File: config.mk
export PLATFORM = sky130hd
export DESIGN_NAME = shell_command_lexer
export DESIGN_NICKNAME = d
export VERILOG_FILES = /design/src/scl_pkg.sv /design/src/scl_front.sv /design/src/scl_queue.sv /design/src/scl_back.sv /design/src/shell_command_lexer.sv
export SDC_FILE = /design/constraint.sdc
export NUM_CORES = 1
export LEC_CHECK = 0
export BUFFER_PORTS_ARGS = -buffer_cell sky130_fd_sc_hd__buf_2
export CORE_UTILIZATION = 60
export CTS_CLUSTER_DIAMETER = 120
export CTS_CLUSTER_SIZE = 8
export DETAILED_ROUTE_END_ITERATION = 8
export HOLD_SLACK_MARGIN = 0.08
export PLACE_DENSITY = 0.79
export SYNTH_ARGS = -nofsm -noshare
export SYNTH_HDL_FRONTEND = slang
export SYNTH_SLANG_ARGS = --single-unit
File: constraint.sdc
create_clock -name clk -period 3.2 [get_ports clk]
set_clock_uncertainty 0.05 [all_clocks]
set_input_delay 0.64 -clock clk [delete_from_list [all_inputs] [get_ports clk]]
set_output_delay 0.64 -clock clk [all_outputs]
set_load 0.1 [all_outputs]
File: src/scl_pkg.sv
// ----------------------------------------------------------------------------
// scl_pkg
// Shared types and constants for the shell command lexer: lexer modes,
// token kinds, result and queue entry records, character codes.
// ----------------------------------------------------------------------------
package scl_pkg;

    typedef enum logic [1:0] {
        MODE_IDLE = 2'd0,
        MODE_GT   = 2'd1,
        MODE_AMP  = 2'd2,
        MODE_WORD = 2'd3
    } mode_t;

    typedef enum logic [2:0] {
        KIND_WORD   = 3'd0,
        KIND_PIPE   = 3'd1,
        KIND_IN     = 3'd2,
        KIND_OUT    = 3'd3,
        KIND_APPEND = 3'd4,
        KIND_AND    = 3'd5,
        KIND_SEMI   = 3'd6,
        KIND_END    = 3'd7
    } kind_t;

    typedef struct packed {
        kind_t       kind;
        logic [7:0]  ch;
        logic        last;
    } result_t;

    // One queue entry holds every result that one input byte causes.
    typedef struct packed {
        logic    two;
        result_t first;
        result_t second;
    } entry_t;

    typedef struct packed {
        logic   valid;
        entry_t data;
    } push_t;

    localparam int QDepth  = 4;
    localparam int QAddrW  = $clog2(QDepth);
    localparam int QCountW = $clog2(QDepth + 1);

    localparam logic [7:0] CharPipe  = 8'h7C;
    localparam logic [7:0] CharLt    = 8'h3C;
    localparam logic [7:0] CharGt    = 8'h3E;
    localparam logic [7:0] CharAmp   = 8'h26;
    localparam logic [7:0] CharSemi  = 8'h3B;
    localparam logic [7:0] CharUnder = 8'h5F;
    localparam logic [7:0] CharDash  = 8'h2D;
    localparam logic [7:0] CharDot   = 8'h2E;
    localparam logic [7:0] CharSlash = 8'h2F;
    localparam logic [7:0] CharEq    = 8'h3D;
    localparam logic [7:0] CharTilde = 8'h7E;

endpackage

File: src/scl_front.sv
// ----------------------------------------------------------------------------
// scl_front
// Accepts command line bytes, classifies each one against the lookahead
// mode and turns it into zero, one or two results for the queue.
// ----------------------------------------------------------------------------
module scl_front
    import scl_pkg::*;
(
    input  logic       clk,
    input  logic       rst_n,
    input  logic [7:0] text_byte,
    input  logic       end_of_line,
    input  logic       in_valid,
    output logic       in_ready,
    input  logic       q_full,
    output push_t      push
);

    mode_t      mode_reg, mode_next;
    logic [7:0] held_reg, held_next;

    logic    accept;
    logic    idle_v;
    result_t idle_r;
    mode_t   idle_mode;
    logic [7:0] idle_held;
    logic    pre_v;
    result_t pre_r;
    logic    use_idle;

    function automatic logic is_word_start(input logic [7:0] c);
        logic alnum;
        alnum = c inside {[8'h30:8'h39], [8'h41:8'h5A], [8'h61:8'h7A]};
        return alnum || c == CharUnder || c == CharDash || c == CharDot
            || c == CharSlash;
    endfunction

    function automatic logic is_word_cont(input logic [7:0] c);
        return is_word_start(c) || c == CharEq || c == CharTilde;
    endfunction

    assign in_ready = !q_full;
    assign accept   = in_valid && in_ready;

    // Byte handled as if the lexer were idle.
    always_comb
    begin
        idle_v    = 1'b0;
        idle_r    = '{kind: KIND_END, ch: 8'h00, last: 1'b1};
        idle_mode = MODE_IDLE;
        idle_held = 8'h00;
        if (text_byte == CharPipe)
        begin
            idle_v      = 1'b1;
            idle_r.kind = KIND_PIPE;
        end
        else if (text_byte == CharLt)
        begin
            idle_v      = 1'b1;
            idle_r.kind = KIND_IN;
        end
        else if (text_byte == CharSemi)
        begin
            idle_v      = 1'b1;
            idle_r.kind = KIND_SEMI;
        end
        else if (text_byte == CharGt)
        begin
            idle_mode = MODE_GT;
        end
        else if (text_byte == CharAmp)
        begin
            idle_mode = MODE_AMP;
        end
        else if (is_word_start(text_byte))
        begin
            idle_mode = MODE_WORD;
            idle_held = text_byte;
        end
    end

    // Lookahead resolution: an optional leading result, then maybe the idle path.
    always_comb
    begin
        pre_v     = 1'b0;
        pre_r     = '{kind: KIND_END, ch: 8'h00, last: 1'b1};
        use_idle  = 1'b0;
        mode_next = mode_reg;
        held_next = held_reg;
        if (end_of_line)
        begin
            mode_next = MODE_IDLE;
            held_next = 8'h00;
            case (mode_reg)
                MODE_GT:
                begin
                    pre_v      = 1'b1;
                    pre_r.kind = KIND_OUT;
                end
                MODE_WORD:
                begin
                    pre_v = 1'b1;
                    pre_r = '{kind: KIND_WORD, ch: held_reg, last: 1'b1};
                end
                default:
                begin
                    pre_v = 1'b0;
                end
            endcase
        end
        else
        begin
            case (mode_reg)
                MODE_GT:
                begin
                    pre_v = 1'b1;
                    if (text_byte == CharGt)
                    begin
                        pre_r.kind = KIND_APPEND;
                        mode_next  = MODE_IDLE;
                    end
                    else
                    begin
                        pre_r.kind = KIND_OUT;
                        use_idle   = 1'b1;
                    end
                end
                MODE_AMP:
                begin
                    if (text_byte == CharAmp)
                    begin
                        pre_v      = 1'b1;
                        pre_r.kind = KIND_AND;
                        mode_next  = MODE_IDLE;
                    end
                    else
                    begin
                        use_idle = 1'b1;
                    end
                end
                MODE_WORD:
                begin
                    pre_v = 1'b1;
                    if (is_word_cont(text_byte))
                    begin
                        pre_r     = '{kind: KIND_WORD, ch: held_reg, last: 1'b0};
                        held_next = text_byte;
                    end
                    else
                    begin
                        pre_r    = '{kind: KIND_WORD, ch: held_reg, last: 1'b1};
                        use_idle = 1'b1;
                    end
                end
                default:
                begin
                    use_idle = 1'b1;
                end
            endcase
            if (use_idle)
            begin
                mode_next = idle_mode;
                held_next = idle_held;
            end
        end
    end

    // Pack the results of this byte into one queue entry.
    always_comb
    begin
        push.valid       = 1'b0;
        push.data.two    = 1'b0;
        push.data.first  = pre_r;
        push.data.second = '{kind: KIND_END, ch: 8'h00, last: 1'b1};
        if (end_of_line)
        begin
            push.valid = accept;
            if (pre_v)
            begin
                push.data.two = 1'b1;
            end
            else
            begin
                push.data.first = push.data.second;
            end
        end
        else if (pre_v)
        begin
            push.valid = accept;
            if (use_idle && idle_v)
            begin
                push.data.two    = 1'b1;
                push.data.second = idle_r;
            end
        end
        else if (use_idle && idle_v)
        begin
            push.valid      = accept;
            push.data.first = idle_r;
        end
    end

    always_ff @(posedge clk or negedge rst_n)
    begin
        if (!rst_n)
        begin
            mode_reg <= MODE_IDLE;
            held_reg <= 8'h00;
        end
        else if (accept)
        begin
            mode_reg <= mode_next;
            held_reg <= held_next;
        end
    end

endmodule

File: src/scl_queue.sv
// ----------------------------------------------------------------------------
// scl_queue
// Short first-in first-out queue of per-byte result entries between the
// classifying front and the emitting back.
// ----------------------------------------------------------------------------
module scl_queue
    import scl_pkg::*;
(
    input  logic   clk,
    input  logic   rst_n,
    input  push_t  push,
    output logic   full,
    input  logic   pop,
    output logic   empty,
    output entry_t head
);

    entry_t             entries_reg [QDepth];
    logic [QAddrW-1:0]  wr_ptr_reg, wr_ptr_next;
    logic [QAddrW-1:0]  rd_ptr_reg, rd_ptr_next;
    logic [QCountW-1:0] count_reg, count_next;
    logic               do_push;
    logic               do_pop;

    assign full    = (count_reg == QCountW'(QDepth));
    assign empty   = (count_reg == '0);
    assign head    = entries_reg[rd_ptr_reg];
    assign do_push = push.valid && !full;
    assign do_pop  = pop && !empty;

    always_comb
    begin
        wr_ptr_next = wr_ptr_reg;
        rd_ptr_next = rd_ptr_reg;
        count_next  = count_reg;
        if (do_push)
        begin
            wr_ptr_next = (wr_ptr_reg == QAddrW'(QDepth - 1)) ? '0 : wr_ptr_reg + 1'b1;
        end
        if (do_pop)
        begin
            rd_ptr_next = (rd_ptr_reg == QAddrW'(QDepth - 1)) ? '0 : rd_ptr_reg + 1'b1;
        end
        if (do_push && !do_pop)
        begin
            count_next = count_reg + 1'b1;
        end
        else if (do_pop && !do_push)
        begin
            count_next = count_reg - 1'b1;
        end
    end

    always_ff @(posedge clk)
    begin
        if (do_push)
        begin
            entries_reg[wr_ptr_reg] <= push.data;
        end
    end

    always_ff @(posedge clk or negedge rst_n)
    begin
        if (!rst_n)
        begin
            wr_ptr_reg <= '0;
            rd_ptr_reg <= '0;
            count_reg  <= '0;
        end
        else
        begin
            wr_ptr_reg <= wr_ptr_next;
            rd_ptr_reg <= rd_ptr_next;
            count_reg  <= count_next;
        end
    end

endmodule

File: src/scl_back.sv
// ----------------------------------------------------------------------------
// scl_back
// Takes entries from the queue and hands out their results one per
// request through an output register, holding a second result aside.
// ----------------------------------------------------------------------------
module scl_back
    import scl_pkg::*;
(
    input  logic       clk,
    input  logic       rst_n,
    input  logic       q_empty,
    input  entry_t     q_head,
    output logic       q_pop,
    output logic [2:0] token_kind,
    output logic [7:0] word_char,
    output logic       token_last,
    output logic       out_valid,
    input  logic       out_ready
);

    logic    out_valid_reg, out_valid_next;
    result_t out_reg, out_next;
    logic    pend_valid_reg, pend_valid_next;
    result_t pend_reg, pend_next;
    logic    load_en;

    assign load_en = !out_valid_reg || out_ready;
    assign q_pop   = load_en && !pend_valid_reg && !q_empty;

    always_comb
    begin
        out_valid_next  = out_valid_reg;
        out_next        = out_reg;
        pend_valid_next = pend_valid_reg;
        pend_next       = pend_reg;
        if (load_en)
        begin
            if (pend_valid_reg)
            begin
                // Drain the held second result before the next entry.
                out_valid_next  = 1'b1;
                out_next        = pend_reg;
                pend_valid_next = 1'b0;
            end
            else if (!q_empty)
            begin
                out_valid_next  = 1'b1;
                out_next        = q_head.first;
                pend_valid_next = q_head.two;
                pend_next       = q_head.second;
            end
            else
            begin
                out_valid_next = 1'b0;
            end
        end
    end

    always_ff @(posedge clk)
    begin
        out_reg  <= out_next;
        pend_reg <= pend_next;
    end

    always_ff @(posedge clk or negedge rst_n)
    begin
        if (!rst_n)
        begin
            out_valid_reg  <= 1'b0;
            pend_valid_reg <= 1'b0;
        end
        else
        begin
            out_valid_reg  <= out_valid_next;
            pend_valid_reg <= pend_valid_next;
        end
    end

    assign out_valid  = out_valid_reg;
    assign token_kind = out_reg.kind;
    assign word_char  = out_reg.ch;
    assign token_last = out_reg.last;

endmodule

File: src/shell_command_lexer.sv
// ----------------------------------------------------------------------------
// shell_command_lexer
// Streaming tokenizer for a shell command line.
// ----------------------------------------------------------------------------
// The lexer takes one byte per cycle while the queue is not full and emits
// one result per cycle while out_ready is high. A byte gives zero, one or
// two results (a pending '>' or word end plus a new token, or a flush plus
// END at end of line); these sit in a four-entry queue, so input stalls
// only when the queue is full, and the sustained rate is limited by the
// single output register, which a byte with two results uses twice. A
// byte's first result passes a queue entry, then the output register. Words
// stream one character per result, the final one with token_last set, and
// a word character lags one byte; the next byte tells if it ends the word.
// ----------------------------------------------------------------------------
module shell_command_lexer
    import scl_pkg::*;
(
    input  logic       clk,
    input  logic       rst_n,
    input  logic [7:0] text_byte,
    input  logic       end_of_line,
    input  logic       in_valid,
    output logic       in_ready,
    output logic [2:0] token_kind,
    output logic [7:0] word_char,
    output logic       token_last,
    output logic       out_valid,
    input  logic       out_ready
);

    push_t  push;
    logic   q_full;
    logic   q_empty;
    logic   q_pop;
    entry_t q_head;

    scl_front u_front (
        .clk         (clk),
        .rst_n       (rst_n),
        .text_byte   (text_byte),
        .end_of_line (end_of_line),
        .in_valid    (in_valid),
        .in_ready    (in_ready),
        .q_full      (q_full),
        .push        (push)
    );

    scl_queue u_queue (
        .clk   (clk),
        .rst_n (rst_n),
        .push  (push),
        .full  (q_full),
        .pop   (q_pop),
        .empty (q_empty),
        .head  (q_head)
    );

    scl_back u_back (
        .clk        (clk),
        .rst_n      (rst_n),
        .q_empty    (q_empty),
        .q_head     (q_head),
        .q_pop      (q_pop),
        .token_kind (token_kind),
        .word_char  (word_char),
        .token_last (token_last),
        .out_valid  (out_valid),
        .out_ready  (out_ready)
    );

endmodule

# ---- Word-level counts from Yosys, hierarchy flattened
# Memory sizes are Yosys's and may differ from the RTL's.
# Cells that the tools add are included.
dict set report word_totals {
  reg_bits 43
  latchBits 0
  ram_bits 100
  romBits 0
  in_bits 13
  memories 1
}
dict set report classes {
  addsub 4
  n_mul 0
  div_mod_pow 0
  magnitude_cmp 6
  n_eq_ne 20
  shift 0
  mux 69
  bitwise 2
  reduce_logical 35
}
# name words word_bits read_ports rd_clocked_by_memory_dff write_ports line_no
set memory_table {}
lappend memory_table {u_queue.entries_reg 4 25 1 0 1 scl_queue.sv:18} ;# entry_t entries_reg [QDepth];
# operator n
set ops {}
lappend ops {{12-bit two-way mux} 9}
lappend ops {{8-bit two-way mux} 10}
lappend ops {{8-bit by 6-bit equality test with 1-bit output (second input constant)} 8}
lappend ops {{2-bit two-way mux} 13}
lappend ops {{8-bit by 7-bit equality test with 1-bit output (second input constant)} 3}
lappend ops {{1-bit two-way mux} 24}
lappend ops {{9-bit two-way mux} 2}
lappend ops {{8-bit by 7-bit greater-or-equal comparator with 1-bit output (second input constant)} 2}
lappend ops {{8-bit by 7-bit <= comparator with 1-bit output (second input constant)} 2}
lappend ops {{3-bit two-way mux} 5}
lappend ops {{14-bit two-way mux} 1}
lappend ops {{1-bit logical AND} 11}
lappend ops {{3-bit case mux with 3 select lines} 1}
lappend ops {{3-bit nonzero test} 3}
lappend ops {{2-bit equality test (second input constant)} 4}
lappend ops {{8-bit by 6-bit greater-or-equal comparator with 1-bit output (second input constant)} 1}
lappend ops {{8-bit by 6-bit <= comparator with 1-bit output (second input constant)} 1}
lappend ops {{4-bit by 2-bit != test with 1-bit output (second input constant)} 2}
lappend ops {{1-bit logical OR} 7}
lappend ops {{1-bit zero test} 6}
lappend ops {{3-bit case mux with 2 select lines} 1}
lappend ops {{3-bit AND reduction} 2}
lappend ops {{2-bit by 1-bit adder with 2-bit output (second input constant)} 2}
lappend ops {{2-bit case mux with 2 select lines} 1}
lappend ops {{14 further kinds} 15}

# ---- Longest topological paths before layout
# Gate-level depths: netlist (run 1).
dict set report depth {
  depth_word 22
  depth_mapped 11
  depth_no_buf 10
}

# ---- Hierarchy
# From an unflattened synthesis (run 1), not the netlist that was laid out.
dict set report hier_totals {
  cells_unflattened 350
  hier_area_um2 6188.4
}
# mod instances cells_each area_each_um2
set modules_own_cells {}
lappend modules_own_cells {scl_queue 1 168 4053.9}
lappend modules_own_cells {scl_front 1 132 1116.1}
lappend modules_own_cells {scl_back 1 50 1018.5}

# ---- Worst setup path after synthesis (run 1)
# No wires, ideal clock.
dict set report synth_timing {
  path_kind {reg-to-reg}
  startpoint {reg u_queue.count_reg[0]}
  endpoint {reg u_queue.count_reg[2]}
  setup_ps 79
  t_arrival_ps 2625
  setup_slack_ps 445
  stages_incl_launch_ff 11
  n_path_buf 0
  synth_period_minus_slack_ps 2755
  cell_sequence {dfrtp_1 -> nor2_1 -> nand2_1 -> nand2_1 -> a21oi_2 -> ha_1 -> inv_1 -> fa_1 -> xor2_1 -> nor2_1 -> xor2_1}
}
dict set report synth_via {
  elab_chain_len 10
  elab_cells_between_ends 20
  classes_between {add/sub: 2; eq/ne: 1; mux: 5; reduce/logical: 12}
}
# element line_no
set synth_lines {}
lappend synth_lines {{start: declaration} scl_queue.sv:21} ;# logic [QCountW-1:0] count_reg, count_next;
lappend synth_lines {{start signal: assignment} scl_queue.sv:74} ;# count_reg <= count_next;
lappend synth_lines {{3-bit equality test *} scl_queue.sv:25} ;# assign full = (count_reg == QCountW'(QDepth));
lappend synth_lines {{1-bit zero test *} scl_front.sv:42} ;# assign in_ready = !q_full;
lappend synth_lines {{named net in_ready} shell_command_lexer.sv:23} ;# output logic in_ready,
lappend synth_lines {{1-bit logical AND} scl_front.sv:43} ;# assign accept = in_valid && in_ready;
lappend synth_lines {{1-bit two-way mux} scl_front.sv:196} ;# else if (use_idle && idle_v)
lappend synth_lines {{1-bit two-way mux} scl_front.sv:187} ;# else if (pre_v)
lappend synth_lines {{14-bit two-way mux} scl_front.sv:175} ;# if (end_of_line)
lappend synth_lines {{1-bit logical AND *} scl_queue.sv:28} ;# assign do_push = push.valid && !full;
lappend synth_lines {{named net u_queue.do_push} scl_queue.sv:22} ;# logic do_push;
lappend synth_lines {{1-bit zero test} scl_queue.sv:48} ;# else if (do_pop && !do_push)
lappend synth_lines {{1-bit logical AND} scl_queue.sv:48}
lappend synth_lines {{2-bit nonzero test (no source line)} -}
# Mark *: on every way through the listed nets, which the timed path passes. The rest lies on a longest branch. The select of a mux whose other input is x is not followed.
# A chain may end at the register's enable or synchronous reset.

# ---- Worst setup path after layout (run 1)
dict set report layout_timing {
  startpoint {in text_byte[0]}
  endpoint {reg u_queue.count_reg[2]}
}
dict set report layout_via {
  elab_chain_len 21
  elab_cells_between_ends 49
  classes_between {order compare: 6; eq/ne: 11; mux: 16; reduce/logical: 16}
}
# element line_no
set layout_lines {}
lappend layout_lines {{start: declaration} shell_command_lexer.sv:20} ;# input logic [7:0] text_byte,
lappend layout_lines {{8-bit by 6-bit greater-or-equal comparator with 1-bit output (tied with other cells)} scl_front.sv:33} ;# alnum = c inside {[8'h30:8'h39], [8'h41:8'h5A], [8'h61:8'h7A]};
lappend layout_lines {{1-bit logical AND} scl_front.sv:33}
lappend layout_lines {{3-bit nonzero test} scl_front.sv:33}
lappend layout_lines {{1-bit logical OR (3 in series)} scl_front.sv:34} ;# return alnum || c == CharUnder || c == CharDash || c == CharDot
lappend layout_lines {{1-bit logical OR} scl_front.sv:35} ;# || c == CharSlash;
lappend layout_lines {{1-bit logical OR (2 in series)} scl_front.sv:39} ;# return is_word_start(c) || c == CharEq || c == CharTilde;
lappend layout_lines {{1-bit two-way mux} scl_front.sv:144} ;# if (is_word_cont(text_byte))
lappend layout_lines {{1-bit case mux with 3 select lines} scl_front.sv:113} ;# case (mode_reg)
lappend layout_lines {{[... 3 more ...]} -}
lappend layout_lines {{1-bit two-way mux} scl_front.sv:196}
lappend layout_lines {{1-bit two-way mux *} scl_front.sv:187}
lappend layout_lines {{14-bit two-way mux *} scl_front.sv:175}
lappend layout_lines {{1-bit logical AND *} scl_queue.sv:28}
lappend layout_lines {{named net u_queue.do_push} scl_queue.sv:22}
lappend layout_lines {{1-bit zero test} scl_queue.sv:48}
lappend layout_lines {{1-bit logical AND} scl_queue.sv:48}
lappend layout_lines {{2-bit nonzero test (no source line)} -}
# Marked as above.

==> qor.yml, run 1 <==
outcome:
  status: "complete, no violations"
cts:
  path_clk_slew_ps: 90
  h-tree-depth: 3
  cts_sinks: 98
  clockRootBuffer: "clkbuf_8"
  insertion_delay_ps: 350
  post-cts-setup-buffer-count: 0
  cts-resized-gates: 0
  clk_path_buf_depth: 2
  cts_tree: "built"
  cts_hold_buf: 0
  cts_buffers: 9
sta:
  grt_setup_unrepaired: "false"
  timing.final.crit_share: 0.765
  timing.final.max_slew_violations: 0
  maxSlewHeadroom: 0.452
  setup_viol: 0
  tns_ps: 0
  worstMarginPinSlew_ps: 822
  hold_viol: 0
  layout_min_cycle_time_ps: 2450
  clock.fmax_mhz: 408
global_routing:
  grtUsageTotal: 0.226
  grt_pass1_vias: 2359
  gr-usage-met2: 0.361
  met3_usage: 0.0246
  busiest_layer: "met2"
  grtUsageMet1: 0.317
  overflow: 0
  antenna_found_initial: 0
  grt_pass1_wl_um: 12200
  grt_max_degree: 21
finish:
  register_area_um2: 2850
  num_antenna_cells: 0
  largest_reg_flops: 64
  fillCellCount: 471
  drive_above_1_share: 0.293
  finalNonFillerCells: 403
  area_growth_pct: 10.7
  fin_nets: 322
  multi_input_area_um2: 1360
logic_synthesis:
  yosys_warnings: 0
  synth.distinct_cells: 58
  synth-main-ff-cell: "edfxtp_1"
  async_flop_share: 0.194
  synthTopCellsByArea: "edfxtp_1, dfrtp_1, mux4_2"
  synth_area_um2: 4330
  synth.avg_cell_area_um2: 15.9
  syn_nets: 292
  ys_ff_latch: 98
  synth_largest_area_cell: "edfxtp_1"
  yosysSeqAreaShare: 0.658
  synth-edff-count: 79
  synth_top_cell_area_share: 0.548
  syn-instance-count: 272
routing:
  via_per_inst: 5.96
  drc_errors: 0
  antenna_left: 0
  first_pass_iters: 5
  drt_wl_total_um: 7640
  wire_per_inst_um: 19.0
  dr.first_iter.drc_count: 143
  dr_total_vias: 2400
placement:
  gp_congestion: 0.920
  io_buffers: 26
  placed_cells: 387
  dp.final_hpwl_um: 5070
worst_setup_path:
  cp_common_cell: "xor2_1"
  cp-end-kind: "register"
  path_buf_inv: 2
  crit_required_ps: 3430
  cpLargestDelayFamily: "simple AND/OR/NAND/NOR gates"
  slowest_delay_ps: 370
  path_class: "input port to register"
  cp_slowest_cell: "fa_1"
  path_cells: "buf_2 > and4bb_4 > and2_1 > a31oi_1 > a21oi_2 > ha_1 > inv_1 > fa_1 > xor2_1 > nor2_1 > xor2_1"
  crit_fanout: 11
  r2r_start: "u_front.mode_reg[0]$_DFFE_PN0P_"
  worst_r2r_endpoint: "u_queue.entries_reg[0][10]$_DFFE_PP_"
  reg2reg_setup_slack_ps: 910
  arrival_ps: 2680
  ff2ff_path_depth: 6
  start_kind: "input port"
floorplanning:
  fp-row-count: 30
  die_w_um: 86.9
  fp.dieArea_um2: 7550
  start_util: 0.630
  die-height_um: 86.9
  io_pins: 27
  design.core.area_um2: 6870
power:
  powerDensity_nw_per_um2: 901
  ir_drop_mv: 0.362
  leakagePower_nw: 1.76
min_path:
  holdCritPathClass: "input port to asynchronous set/reset pin"
run:
  max_cap_violations: 0
==> cell usage after synthesis, drive strengths merged (5+ instances only) <==
library cell / instances
a21oi: 6
a22o: 8
and2: 6
and3: 9
buf: 11
clkbuf: 5
dfrtp: 19
edfxtp: 79
ha: 6
inv: 6
mux2: 8
mux4: 16
nand2: 18
nor2: 13
nor2b: 10
==> per-stage QoR <==
| stage | setup WS, ps | total power, W | instance area, µm² | util | hold slack [ps] |
|---|---|---|---|---|---|
| after floorplan | 445 | 0.00312 | 4330 | - | 294 |
| after global placement | 464 | 0.00338 | 4550 | 0.662 | 413 |
| after detailed placement | 402 | 0.00343 | 4550 | 0.662 | 439 |
| after CTS | 762 | 0.00434 | 4790 | 0.697 | 177 |
| after global routing | 575 | 0.00451 | 4790 | 0.697 | 196 |
| final | 751 | 0.00432 | 4790 | 0.697 | 168 |
==> power by group <==
group	total (W)	switching [W]	internal, W
Sequential	0.00189	0.000205	0.00168
Clock	0.000926	0.000404	0.000522
Combinational	0.00150	0.00101	0.000493
Total	0.00432	0.00162	0.00269
==> placed cells by master (no fill, tap or decap), drive strengths merged, types with 4 or more instances in the layout <==
cell	instances
a21oi	6
a22o	8
and2	6
and3	9
buf	35
clkbuf	10
dfrtp	19
edfxtp	79
ha	6
inv	7
mux2	8
mux4	16
nand2	18
nand3	4
nor2	13
nor2b	10
o21ai	4
o22ai	4
==> worst register-to-register path: stages (launching register included) <==
cell	delay (ps)
dfrtp_1	730
nand2_1	150
nor2_1	240
o211ai_1	140
o22ai_1	300
and2b_1	210
nand4_1	180
==> cell families (layout without fill, tap and decap cells) <==
| kind of cell | count (synthesis) | count (layout) | share of synthesized area |
|---|---|---|---|
| flops | 98 | 98 | 0.658 |
| mux | 24 | 24 | 0.104 |
| xor+xnor | 3 | 3 | 0.00608 |
| compound gates | 36 | 36 | 0.0680 |
| simple gates | 82 | 82 | 0.115 |
| buf+inv | 22 | 57 | 0.0269 |
| fa+ha+maj | 7 | 7 | 0.0220 |
==> layer usage <==
layer | part of all wire | vias up | wire [µm]
met1 | 0.44 | 1198 | 3340
li1 | - | 1102 | -
met2 | 0.50 | 87 | 3810
met5 | 0 | - | 0
met4 | 0.020 | 0 | 151
met3 | 0.043 | 13 | 332
==> worst max-delay path by stage <==
stage                                                 from                               end  slack, ps  cells after the start
after floorplan           u_queue.count_reg[0]$_DFFE_PN0P_  u_queue.count_reg[2]$_DFFE_PN0P_        450                     10
after global placement                        text_byte[0]  u_queue.count_reg[2]$_DFFE_PN0P_        460                     11
after detailed placement                      text_byte[0]  u_queue.count_reg[2]$_DFFE_PN0P_        400                     11
after CTS                                     text_byte[0]  u_queue.count_reg[2]$_DFFE_PN0P_        760                     11
after global routing                          text_byte[0]  u_queue.count_reg[2]$_DFFE_PN0P_        580                     11
final                                         text_byte[0]  u_queue.count_reg[2]$_DFFE_PN0P_        750                     11
==> layout make-up <==
class	count	area share
Timing Repair Buffer	35	0.0413
Clock inverter	6	0.0235
Clock buffer	10	0.0266
Tap cell	96	0.0251
Multi-Input combinational cell	152	0.284
Inverter	6	0.00470
Sequential cell	98	0.595
Power figures use the tool's default switching activity.
==> run 2: changes to the inputs <==
- CORE_UTILIZATION: 60 -> 54
- PLACE_DENSITY: 0.79 -> 0.75
- clock period: 3.2 -> 2.2 ns (I/O delays scaled with it)
==> qor.yml, run 2 (synthesized netlist as in run 1, its figures left out) <==
routing:
  antenna_left: 0  # unchanged
  dr_total_vias: 2491  # was 2,400
  via_per_inst: 5.57  # was 5.96
  dr.first_iter.drc_count: 127  # was 143
  drc_errors: 0  # unchanged
  drt_wl_total_um: 8080  # was 7640 µm
  wire_per_inst_um: 18.1  # was 19.0 µm
  first_pass_iters: 4  # was 5
finish:
  fillCellCount: 542  # was 471
  drive_above_1_share: 0.394  # was 0.293
  mostFrequentLayoutCell: "edfxtp_1"  # unchanged
  final_cell_mix: "edfxtp_1, buf_4, buf_2"  # was edfxtp_1, buf_2, dfrtp_1
  final_core_util: 0.665  # was 0.697
  area_growth_pct: 18.8  # was 10.7%
  num_antenna_cells: 0  # unchanged
  fin_nets: 360  # was 322
  register_area_um2: 2850  # about the same
  largest_reg_flops: 64  # unchanged
  multi_input_area_um2: 1400  # was 1360 µm²
cts:
  cts_sinks: 98  # unchanged
  cts_hold_buf: 1  # was 0
  post-cts-setup-buffer-count: 0  # unchanged
  cts_buffers: 9  # unchanged
  insertion_delay_ps: 360  # was 350 ps
  clockRootBuffer: "clkbuf_8"  # unchanged
  h-tree-depth: 3  # unchanged
  clk_path_buf_depth: 2  # unchanged
  path_clk_slew_ps: 90  # about the same
  cts-resized-gates: 0  # unchanged
  cts_tree: "built"  # unchanged
global_routing:
  grtUsageTotal: 0.216  # was 0.226
  grt_pass1_vias: 2528  # was 2,359
  grt_pass1_wl_um: 13200  # was 12,200 µm
  overflow: 0  # unchanged
  antenna_found_initial: 0  # unchanged
  grt_max_degree: 20  # was 21
floorplanning:
  die_w_um: 91.5  # was 86.9 µm
  io_pins: 27  # unchanged
  fp-row-count: 32  # was 30
  start_util: 0.560  # was 0.630
  fp.dieArea_um2: 8370  # was 7550 µm²
  die-height_um: 91.5  # was 86.9 µm
  design.core.area_um2: 7730  # was 6870 µm²
power:
  powerDensity_nw_per_um2: 1230  # was 901 nW/µm²
  p_comb_frac: 0.400  # was 0.349
  leakagePower_nw: 1.96  # was 1.76 nW
  p_int_w: 0.00387  # was 0.00269 W
  sequentialPowerShare: 0.418  # was 0.437
  pwr-share-clk: 0.182  # was 0.215
  p_switching_w: 0.00243  # was 0.00162 W
  switching_share: 0.386  # was 0.375
  ir_drop_mv: 0.510  # was 0.362 mV
worst_setup_path:
  cp_slowest_cell: "dfrtp_1"  # was fa_1
  arrival_ps: 2290  # was 2680 ps
  cp-end-kind: "register"  # unchanged
  slowest_delay_ps: 450  # was 370 ps
  cp_common_cell: "xor2_1"  # unchanged
  crit_required_ps: 2440  # was 3430 ps
  crit_fanout: 5  # was 11
  path_class: "register to register"  # was input port to register
  start_kind: "register"  # was input port
  path_cells: "nor3_1 > nor3_2 > inv_1 > ha_2 > inv_2 > fa_2 > xor2_1 > nor2_1 > xor2_1"  # was buf_2 > and4bb_4 > and2_1 > a31oi_1 > a21oi_2 > ha_1 > inv_1 > fa_1 > xor2_1 > nor2_1 > xor2_1
placement:
  io_buffers: 26  # unchanged
  gp_congestion: 0.827  # was 0.920
  dp_slack_ps: -225  # was 402 ps
  dp.final_hpwl_um: 5660  # was 5070 µm
sta:
  setup_viol: 0  # unchanged
  timing.final.crit_share: 0.932
  holdWs_ps: 406  # was 168 ps
  clock.fmax_mhz: 488
  layout_min_cycle_time_ps: 2050
  maxSlewHeadroom: 0.251  # was 0.452
  hold_viol: 0  # unchanged
  tns_ps: 0  # unchanged
  fin_ws_ps: 150  # was 751 ps
  worstMarginPinSlew_ps: 1120  # was 822 ps
  timing.final.max_slew_violations: 0  # unchanged
  grt_setup_unrepaired: "false"  # unchanged
run:
  max_cap_violations: 0  # unchanged
outcome:
  status: "complete, no violations"  # unchanged
min_path:
  holdCritPathClass: "input port to register"  # was input port to asynchronous set/reset pin
-- run 2: metal layers --
metal | wire, µm | track usage | part of all wire
met5 | 0 | 0 | 0
met4 | 119 | 0.0754 | 0.015
met3 | 424 | 0.0402 | 0.052
met2 | 4010 | 0.355 | 0.50
met1 | 3530 | 0.290 | 0.44
-- run 2: area by class of cell --
type,instances,area share
timing repair buffer,73,0.107
sequential,98,0.554
inverter,6,0.00438
multi-input combinational,152,0.271
clock buffer,9,0.0241
clock inverter,7,0.0144
tap,102,0.0248
-- run 2: final timing paths --
path	start	to	slack (ps)	depth (start not counted)
max	u_queue.count_reg[1]$_DFFE_PN0P_	u_queue.count_reg[2]$_DFFE_PN0P_	150	9
min	text_byte[5]	u_front.held_reg[5]$_DFFE_PN0P_	410	3
max reg2reg	u_queue.count_reg[1]$_DFFE_PN0P_	u_queue.count_reg[2]$_DFFE_PN0P_	150	9
min reg2reg	u_front.held_reg[2]$_DFFE_PN0P_	u_front.held_reg[2]$_DFFE_PN0P_	470	1
max in group asynchronous	rst_n	u_back.out_valid$_DFFE_PN0N_	1260	2
min in group asynchronous	rst_n	u_back.out_valid$_DFFE_PN0N_	500	2
-- run 2: critical path: cells and delay by family, from the launching register on --
kind	cells	cell delay, ps
flops	1	450
fa+ha+maj	2	540
xor+xnor	2	290
simple gates	3	520
buf+inv	2	130
-- run 2: metrics by stage --
step / cells / area (µm²) / total power [W]
finish: 447 / 5140 / 0.00630
floorplan: 272 / 4380 / 0.00459
global placement: 430 / 4930 / 0.00516
global route: 447 / 5140 / 0.00659
CTS: 447 / 5140 / 0.00636
detailed placement: 430 / 4930 / 0.00521
-- run 2: power by group through the flow --
stage	Sequential, W	Clock [W]	Combinational [W]
2_1_floorplan	0.00346	0	0.00113
3_3_place_gp	0.00266	0	0.00250
3_5_place_dp	0.00267	0	0.00254
4_1_cts	0.00264	0.00117	0.00255
5_1_grt	0.00267	0.00124	0.00268
6_report	0.00263	0.00115	0.00252
